`src/hw/rtl/mfp_pkg.sv`:
```
// shared types, constants and the crc byte update for the feedback frame parser
package mfp_pkg;

    // frame layout
    localparam int FRAME_BYTES = 16;
    localparam int POS_W       = $clog2(FRAME_BYTES);

    // header bytes and crc settings
    localparam logic [7:0]  HDR_FIRST  = 8'hFD;
    localparam logic [7:0]  HDR_SECOND = 8'hEE;
    localparam logic [15:0] CRC_INIT   = 16'h0000;
    localparam logic [15:0] CRC_POLY   = 16'h8408;

    // field masks
    localparam logic [7:0] MASK_ID    = 8'h0F;
    localparam logic [7:0] MASK_MODE  = 8'h07;
    localparam logic [7:0] MASK_ERR   = 8'h07;
    localparam logic [7:0] MASK_FORCE = 8'h7F;
    localparam logic [7:0] MASK_FLOW  = 8'h1F;

    // parser phase
    typedef enum logic [1:0] {
        PH_HUNT    = 2'd0,
        PH_SECOND  = 2'd1,
        PH_COLLECT = 2'd2
    } t_phase;

    // one unpacked frame
    typedef struct packed {
        logic        [3:0]  motor_id;
        logic        [2:0]  motor_mode;
        logic signed [15:0] torque_raw;
        logic signed [15:0] speed_raw;
        logic signed [31:0] position_raw;
        logic signed [7:0]  temperature;
        logic        [2:0]  error_code;
        logic        [11:0] foot_force;
        logic               crc_ok;
    } t_result;

    // reflected crc-16 update over one byte, lsb first
    function automatic logic [15:0] crc_byte(input logic [15:0] crc_in, input logic [7:0] b);
        logic [15:0] c;
        c = crc_in ^ {8'h00, b};
        for (int k = 0; k < 8; k++) begin
            if (c[0]) begin
                c = (c >> 1) ^ CRC_POLY;
            end else begin
                c = c >> 1;
            end
        end
        return c;
    endfunction

    // crc after the two header bytes
    localparam logic [15:0] CRC_AFTER_HDR = crc_byte(crc_byte(CRC_INIT, HDR_FIRST), HDR_SECOND);

endpackage

```
`src/hw/rtl/mfp_byte_if.sv`:
```
// received byte channel
interface mfp_byte_if;
    logic       valid;
    logic       ready;
    logic [7:0] rx_byte;
    logic       restart;

    modport source (output valid, output rx_byte, output restart, input ready);
    modport sink   (input valid, input rx_byte, input restart, output ready);
endinterface

```
`src/hw/rtl/mfp_result_if.sv`:
```
// unpacked frame result channel
interface mfp_result_if;
    logic               valid;
    logic               ready;
    logic        [3:0]  motor_id;
    logic        [2:0]  motor_mode;
    logic signed [15:0] torque_raw;
    logic signed [15:0] speed_raw;
    logic signed [31:0] position_raw;
    logic signed [7:0]  temperature;
    logic        [2:0]  error_code;
    logic        [11:0] foot_force;
    logic               crc_ok;

    modport source (output valid, output motor_id, output motor_mode, output torque_raw,
                    output speed_raw, output position_raw, output temperature,
                    output error_code, output foot_force, output crc_ok, input ready);
    modport sink   (input valid, input motor_id, input motor_mode, input torque_raw,
                    input speed_raw, input position_raw, input temperature,
                    input error_code, input foot_force, input crc_ok, output ready);
endinterface

```
`src/hw/rtl/mfp_cfg_if.sv`:
```
// configuration write channel
interface mfp_cfg_if;
    logic valid;
    logic ready;
    logic drop_bad_crc;

    modport source (output valid, output drop_bad_crc, input ready);
    modport sink   (input valid, input drop_bad_crc, output ready);
endinterface

```
`src/hw/rtl/mfp_collector.sv`:
```
// header hunt, frame byte store, running crc and frame-end unpacking
module mfp_collector (
    input  logic                 i_clk,
    input  logic                 i_rst_n,
    input  logic                 i_accept,
    input  logic [7:0]           i_rx_byte,
    input  logic                 i_restart,
    input  logic                 i_drop_bad_crc,
    output logic                 o_last_pending,
    output logic                 o_emit,
    output mfp_pkg::t_result     o_result
);

    localparam logic [mfp_pkg::POS_W-1:0] CRC_END_POS = mfp_pkg::POS_W'(mfp_pkg::FRAME_BYTES - 2);
    localparam logic [mfp_pkg::POS_W-1:0] LAST_POS    = mfp_pkg::POS_W'(mfp_pkg::FRAME_BYTES - 1);
    localparam logic [mfp_pkg::POS_W-1:0] FIRST_BODY  = mfp_pkg::POS_W'(2);

    mfp_pkg::t_phase              r_phase, n_phase;
    logic [mfp_pkg::POS_W-1:0]    r_pos, n_pos;
    logic [15:0]                  r_crc, n_crc;
    logic [7:0]                   r_store [mfp_pkg::FRAME_BYTES];

    mfp_pkg::t_phase              w_phase_eff;
    logic [mfp_pkg::POS_W-1:0]    w_pos_eff;
    logic                         w_hdr_wr;
    logic                         w_body_wr;
    logic                         w_frame_end;
    logic                         w_crc_ok;
    logic [7:0]                   w_b12;
    logic [7:0]                   w_b13;

    // restart abandons the partial frame before this byte
    assign w_phase_eff = i_restart ? mfp_pkg::PH_HUNT : r_phase;
    assign w_pos_eff   = i_restart ? '0 : r_pos;

    // next state
    always_comb begin
        n_phase   = w_phase_eff;
        n_pos     = w_pos_eff;
        n_crc     = r_crc;
        w_hdr_wr  = 1'b0;
        w_body_wr = 1'b0;
        case (w_phase_eff)
            mfp_pkg::PH_SECOND: begin
                if (i_rx_byte == mfp_pkg::HDR_SECOND) begin
                    w_hdr_wr = 1'b1;
                    n_crc    = mfp_pkg::CRC_AFTER_HDR;
                    n_pos    = FIRST_BODY;
                    n_phase  = mfp_pkg::PH_COLLECT;
                end else if (i_rx_byte != mfp_pkg::HDR_FIRST) begin
                    n_phase = mfp_pkg::PH_HUNT;
                end
            end
            mfp_pkg::PH_COLLECT: begin
                w_body_wr = 1'b1;
                if (w_pos_eff < CRC_END_POS) begin
                    n_crc = mfp_pkg::crc_byte(r_crc, i_rx_byte);
                end
                if (w_pos_eff != LAST_POS) begin
                    n_pos = mfp_pkg::POS_W'(w_pos_eff + 1'b1);
                end else begin
                    n_pos   = '0;
                    n_phase = mfp_pkg::PH_HUNT;
                end
            end
            default: begin
                n_phase = (i_rx_byte == mfp_pkg::HDR_FIRST) ? mfp_pkg::PH_SECOND
                                                            : mfp_pkg::PH_HUNT;
                n_pos   = '0;
            end
        endcase
    end

    // outputs: frame end check and field unpacking
    always_comb begin
        w_b12       = r_store[12];
        w_b13       = r_store[13];
        w_frame_end = (w_phase_eff == mfp_pkg::PH_COLLECT) && (w_pos_eff == LAST_POS);
        w_crc_ok    = ({i_rx_byte, r_store[CRC_END_POS]} == r_crc);
        o_emit      = i_accept && w_frame_end && (w_crc_ok || !i_drop_bad_crc);
        o_last_pending = (r_phase == mfp_pkg::PH_COLLECT) && (r_pos == LAST_POS);

        o_result.motor_id     = 4'(r_store[2] & mfp_pkg::MASK_ID);
        o_result.motor_mode   = 3'((r_store[2] >> 4) & mfp_pkg::MASK_MODE);
        o_result.torque_raw   = {r_store[4], r_store[3]};
        o_result.speed_raw    = {r_store[6], r_store[5]};
        o_result.position_raw = {r_store[10], r_store[9], r_store[8], r_store[7]};
        o_result.temperature  = r_store[11];
        o_result.error_code   = 3'(w_b12 & mfp_pkg::MASK_ERR);
        o_result.foot_force   = {7'(w_b13 & mfp_pkg::MASK_FORCE),
                                 5'((w_b12 >> 3) & mfp_pkg::MASK_FLOW)};
        o_result.crc_ok       = w_crc_ok;
    end

    // control state
    always_ff @(posedge i_clk) begin
        if (!i_rst_n) begin
            r_phase <= mfp_pkg::PH_HUNT;
            r_pos   <= '0;
            r_crc   <= mfp_pkg::CRC_INIT;
        end else if (i_accept) begin
            r_phase <= n_phase;
            r_pos   <= n_pos;
            r_crc   <= n_crc;
        end
    end

    // frame byte store
    always_ff @(posedge i_clk) begin
        if (i_accept && w_hdr_wr) begin
            r_store[0] <= mfp_pkg::HDR_FIRST;
            r_store[1] <= mfp_pkg::HDR_SECOND;
        end
        if (i_accept && w_body_wr) begin
            r_store[w_pos_eff] <= i_rx_byte;
        end
    end

endmodule

```
`src/hw/rtl/motor_feedback_frame_parser_unit.sv`:
```
// top level of the motor feedback frame parser
// Takes one received byte per cycle while the input is not stalled, hunts
// for the 0xFD 0xEE header and collects a 16-byte frame while a byte-wide
// reflected CRC-16 (poly 0x8408, init 0) runs over bytes 0 to 13. The
// unpacked fields are registered into the result register as the frame's
// last byte is accepted; with drop_bad_crc set, frames failing the CRC give
// no result. Throughput is one byte per cycle outside stalls, as the
// collector updates the crc combinationally for each byte. The byte input
// stalls only when a result is still held and the parser is waiting for
// the last byte of another frame. restart drops any partial frame before its byte.
module motor_feedback_frame_parser_unit (
    input  logic  i_clk,
    input  logic  i_rst_n,
    mfp_byte_if.sink     i_in,
    mfp_cfg_if.sink      i_cfg,
    mfp_result_if.source o_out
);

    logic              r_drop_bad_crc;
    logic              r_out_valid;
    mfp_pkg::t_result  r_out;

    logic              w_accept;
    logic              w_last_pending;
    logic              w_emit;
    mfp_pkg::t_result  w_result;

    // input request accepted unless a held result would be overwritten
    assign i_in.ready = !(r_out_valid && !o_out.ready && w_last_pending);
    assign w_accept   = i_in.valid && i_in.ready;
    assign i_cfg.ready = 1'b1;

    mfp_collector u_collector (
        .i_clk          (i_clk),
        .i_rst_n        (i_rst_n),
        .i_accept       (w_accept),
        .i_rx_byte      (i_in.rx_byte),
        .i_restart      (i_in.restart),
        .i_drop_bad_crc (r_drop_bad_crc),
        .o_last_pending (w_last_pending),
        .o_emit         (w_emit),
        .o_result       (w_result)
    );

    // configuration register
    always_ff @(posedge i_clk) begin
        if (!i_rst_n) begin
            r_drop_bad_crc <= 1'b0;
        end else if (i_cfg.valid) begin
            r_drop_bad_crc <= i_cfg.drop_bad_crc;
        end
    end

    // result valid
    always_ff @(posedge i_clk) begin
        if (!i_rst_n) begin
            r_out_valid <= 1'b0;
        end else if (w_emit) begin
            r_out_valid <= 1'b1;
        end else if (o_out.ready) begin
            r_out_valid <= 1'b0;
        end
    end

    // result payload
    always_ff @(posedge i_clk) begin
        if (w_emit) begin
            r_out <= w_result;
        end
    end

    // result channel drive
    assign o_out.valid        = r_out_valid;
    assign o_out.motor_id     = r_out.motor_id;
    assign o_out.motor_mode   = r_out.motor_mode;
    assign o_out.torque_raw   = r_out.torque_raw;
    assign o_out.speed_raw    = r_out.speed_raw;
    assign o_out.position_raw = r_out.position_raw;
    assign o_out.temperature  = r_out.temperature;
    assign o_out.error_code   = r_out.error_code;
    assign o_out.foot_force   = r_out.foot_force;
    assign o_out.crc_ok       = r_out.crc_ok;

endmodule
```
`src/flat_wrapper.sv`:
```
// flat-port wrapper written by rule: the top's interface ports become plain ports
module motor_feedback_frame_parser_unit_flat 
  (i_clk, i_rst_n, i_in_valid, i_in_rx_byte, i_in_restart, i_in_ready, i_cfg_valid, i_cfg_drop_bad_crc, i_cfg_ready, o_out_valid, o_out_motor_id, o_out_motor_mode, o_out_torque_raw, o_out_speed_raw, o_out_position_raw, o_out_temperature, o_out_error_code, o_out_foot_force, o_out_crc_ok, o_out_ready);
  mfp_byte_if i_in_i ();
  mfp_cfg_if i_cfg_i ();
  mfp_result_if o_out_i ();
  input  logic i_clk;
  input  logic i_rst_n;
  input wire logic [$bits(i_in_i.valid)-1:0] i_in_valid;
  input wire logic [$bits(i_in_i.rx_byte)-1:0] i_in_rx_byte;
  input wire logic [$bits(i_in_i.restart)-1:0] i_in_restart;
  output wire logic [$bits(i_in_i.ready)-1:0] i_in_ready;
  input wire logic [$bits(i_cfg_i.valid)-1:0] i_cfg_valid;
  input wire logic [$bits(i_cfg_i.drop_bad_crc)-1:0] i_cfg_drop_bad_crc;
  output wire logic [$bits(i_cfg_i.ready)-1:0] i_cfg_ready;
  output wire logic [$bits(o_out_i.valid)-1:0] o_out_valid;
  output wire logic [$bits(o_out_i.motor_id)-1:0] o_out_motor_id;
  output wire logic [$bits(o_out_i.motor_mode)-1:0] o_out_motor_mode;
  output wire logic [$bits(o_out_i.torque_raw)-1:0] o_out_torque_raw;
  output wire logic [$bits(o_out_i.speed_raw)-1:0] o_out_speed_raw;
  output wire logic [$bits(o_out_i.position_raw)-1:0] o_out_position_raw;
  output wire logic [$bits(o_out_i.temperature)-1:0] o_out_temperature;
  output wire logic [$bits(o_out_i.error_code)-1:0] o_out_error_code;
  output wire logic [$bits(o_out_i.foot_force)-1:0] o_out_foot_force;
  output wire logic [$bits(o_out_i.crc_ok)-1:0] o_out_crc_ok;
  input wire logic [$bits(o_out_i.ready)-1:0] o_out_ready;
  assign i_in_i.valid = i_in_valid;
  assign i_in_i.rx_byte = i_in_rx_byte;
  assign i_in_i.restart = i_in_restart;
  assign i_in_ready = i_in_i.ready;
  assign i_cfg_i.valid = i_cfg_valid;
  assign i_cfg_i.drop_bad_crc = i_cfg_drop_bad_crc;
  assign i_cfg_ready = i_cfg_i.ready;
  assign o_out_valid = o_out_i.valid;
  assign o_out_motor_id = o_out_i.motor_id;
  assign o_out_motor_mode = o_out_i.motor_mode;
  assign o_out_torque_raw = o_out_i.torque_raw;
  assign o_out_speed_raw = o_out_i.speed_raw;
  assign o_out_position_raw = o_out_i.position_raw;
  assign o_out_temperature = o_out_i.temperature;
  assign o_out_error_code = o_out_i.error_code;
  assign o_out_foot_force = o_out_i.foot_force;
  assign o_out_crc_ok = o_out_i.crc_ok;
  assign o_out_i.ready = o_out_ready;
  motor_feedback_frame_parser_unit u_core (.i_clk(i_clk), .i_rst_n(i_rst_n), .i_in(i_in_i), .i_cfg(i_cfg_i), .o_out(o_out_i));
endmodule
```
`config.mk`:
```
export PLATFORM = sky130hd
export DESIGN_NAME = motor_feedback_frame_parser_unit_flat
export DESIGN_NICKNAME = d
export VERILOG_FILES = /design/src/hw/rtl/mfp_pkg.sv /design/src/hw/rtl/mfp_byte_if.sv /design/src/hw/rtl/mfp_result_if.sv /design/src/hw/rtl/mfp_cfg_if.sv /design/src/hw/rtl/mfp_collector.sv /design/src/hw/rtl/motor_feedback_frame_parser_unit.sv /design/src/flat_wrapper.sv
export SDC_FILE = /design/constraint.sdc
export NUM_CORES = 1
export LEC_CHECK = 0
export BUFFER_PORTS_ARGS = -buffer_cell sky130_fd_sc_hd__buf_2
export CORE_MARGIN = 3
export CORE_UTILIZATION = 30
export CTS_BUF_LIST = sky130_fd_sc_hd__clkbuf_16
export CTS_CLUSTER_SIZE = 16
export DETAILED_ROUTE_END_ITERATION = 12
export PLACE_DENSITY_LB_ADDON = 0.3
export SYNTH_ARGS = -nofsm -noshare
export SYNTH_HDL_FRONTEND = slang
export SYNTH_SLANG_ARGS = --single-unit
```
`constraint.sdc`:
```
create_clock -name i_clk -period 30.2 [get_ports i_clk]
set_input_delay 9.06 -clock i_clk [delete_from_list [all_inputs] [get_ports i_clk]]
set_output_delay 9.06 -clock i_clk [all_outputs]
set_load 0.05 [all_outputs]
```
==> impl_metrics.yaml <==
status:
  status: "complete, no violations"
cts:
  cts_num_sinks: 221
  numCtsBuffers: 21
  clk_pin_slew_ns: 0.06
  cts_setup_buffers: 0
  cts_tree: "built"
  cts_buffer_depth: 3
  ctsResizeCount: 0
  hold_buffers: 0
  cts_root_buffer: "clkbuf_16"
  cts_max_level: 1
  clock_latency_ns: 0.48
synthesis:
  synth_nets: 448
  avgSynthCellArea_um2: 18.2
  syn_area_mm2: 0.00783
  synth.top_cell.area_share_pct: 75.6
  yosys_most_used_dff: "edfxtp_1"
  yosys-top-cells-area: "edfxtp_1, dfxtp_1, xor2_1"
  synth-seq-cells: 221
  yosysUniqueCellTypes: 54
  yosysMostFrequentCell: "edfxtp_1"
  yosysTopAreaCell: "edfxtp_1"
  yosys_warnings: 0
  synth_edf_count: 197
  synth_commonest_cells: "edfxtp_1, dfxtp_1, nand2_1"
  async_flop_share_pct: 0
  synth-seq-area-share_pct: 81.7
  syn_inst: 429
finish:
  area_growth_pct: 20.4
  filler_cell_count: 2387
  drive_gt1_share_pct: 27.8
  nets: 574
  instances_no_fill: 899
  seqCellArea_mm2: 0.00640
  final_util_pct: 37.1
  multi_input_area_mm2: 0.00133
  antennaDiodeCount: 0
route:
  drt_wl_total_um: 15900
  wl_per_cell_um: 17.7
  via_per_inst: 4.52
  dr.pass1.iters: 5
  ant_nets: 0
  dr_total_vias: 4064
  drtIter0Drc: 269
  drc: 0
die:
  core_region_area_mm2: 0.0254
  num_rows: 58
  die_area_mm2: 0.0281
  start_util_pct: 30.8
  die_w_um: 168
  die_h_um: 168
  ioPinCount: 113
grt:
  grt_overflow: 0
  grt_usage_pct: 10.7
  met2_usage_pct: 17.9
  grt_pass1_vias: 4114
  grtUsageMet1_pct: 14.1
  antenna_found_initial: 2
  grt_max_degree: 73
  use_met3_pct: 2.57
  grt_first_pass_wirelength_um: 23900
  grt_busiest_layer: "met2"
power_and_ir_drop:
  vdd_drop_max_v: 0.0000355
  power_per_cell_area_mw_per_mm2: 62.8
  p_leak_nw: 3.14
worst_setup_path:
  crit_buf_inv: 2
  slowest_stage: "or3_1"
  worstPathArrival_ns: 10.08
  path_cells: "buf_2 -> nand2b_1 -> or3_1 -> buf_2"
  max_stage_delay_ns: 0.46
  cp_common_cell: "buf_2"
  critPathTopFamily: "simple AND/OR/NAND/NOR gates"
  crit_required_ns: 21.14
  path_class: "in2out"
  startpoint_type: "input pin"
  setup.worst_path.end_class: "primary output"
  crit_fanout: 5
min_path:
  hold_class: "reg2reg"
run:
  max-cap-violations: 0
sta:
  setup_tns_ns: 0
  skew_ns: 0.00702
  fmax_ghz: 0.0522
  setup_ws_ns: 11.06
  relSlewSlack_pct: 22.1
  maxSlewViolCount: 0
  fin_hold_ws_ns: 0.418
  min_period_ns: 19.14
  tightest_slew_ns: 1.16
  hold_viol: 0
  min_period_over_period_pct: 63.4
  setup_viol_count_final: 0
  rsz0062_at_grt: "false"
placed_design:
  dp_hpwl_um: 10400
  routabilityCongestion: 0.801
  dp_slack_ns: 11.05
  dp.cells: 862
  io_buffer_count: 111
[power breakdown]
group	total, mW	internal, mW	switching, mW
Clock	0.250	0.145	0.105
Sequential	0.330	0.330	0.000111
Combinational	0.0116	0.00290	0.00868
Total	0.592	0.478	0.114
[stage by stage]
step	cell area, µm²	power [mW]
global route	9420	0.611
floorplan	7830	0.342
detailed placement	8750	0.348
CTS	9420	0.599
finish	9420	0.592
global placement	8750	0.348
[state kept, by name (all words and copies together), names as in the netlist]
name and count:
u_core.u_collector.r_store 102, o_out_position_raw 32, o_out_speed_raw 16, o_out_torque_raw 16, u_core.u_collector.r_crc 16, o_out_foot_force 12, o_out_temperature 8, o_out_motor_id 4
u_core.u_collector.r_pos 4, o_out_error_code 3, o_out_motor_mode 3, u_core.u_collector.r_phase 2, u_core.o_out.crc_ok 1, u_core.o_out.valid 1, u_core.r_drop_bad_crc 1
[routing by layer]
layer	routed length (µm)	part of all wire (%)	vias up
li1	-	-	1890
met1	6850	43	1969
met2	7420	47	172
met3	1260	7.9	29
met4	357	2.2	4
met5	23	0.14	-
[cell usage in the layout (no fill, tap or decap), types with 8 or more instances in the layout]
cell type and n:
xnor2_1 19, nand2_1 21, clkbuf_16 21, xor2_1 20
dfxtp_1 24, a31oi_1 9, buf_2 111, edfxtp_1 197
inv_1 12, nor2_1 20, o21ai_0 8
[kinds of logic after synthesis]
| family | count (synthesis) | share of synthesized area, % |
|---|---|---|
| compound gates | 49 | 4.75 |
| buf+inv | 22 | 1.42 |
| flops | 221 | 81.7 |
| mux | 9 | 1.18 |
| other cells | 1 | 0.0479 |
| xor+xnor | 39 | 4.37 |
| simple gates | 84 | 5.85 |
| fa+ha+maj | 4 | 0.640 |
[layout make-up]
type	count	share of cell area, %
flip-flops and latches	221	67.9
multi-input cells	186	14.1
repair buffers	113	6.06
clock buffers	21	5.58
well taps	330	4.38
clock inverters	16	1.47
inverters	12	0.478
[final timing paths]
kind	from	to	slack (ns)	cells after the start
worst max-delay path	o_out_ready	i_in_ready	11.06	4
worst min-delay path	u_core.u_collector.r_store[4][5]	o_out_torque_raw[13]	0.42	0
worst max register to register	u_core.u_collector.r_phase[0]	o_out_torque_raw[11]	25.95	8
worst min register to register	u_core.u_collector.r_store[4][5]	o_out_torque_raw[13]	0.42	0
Note: power is estimated with default switching activity, not from simulation.
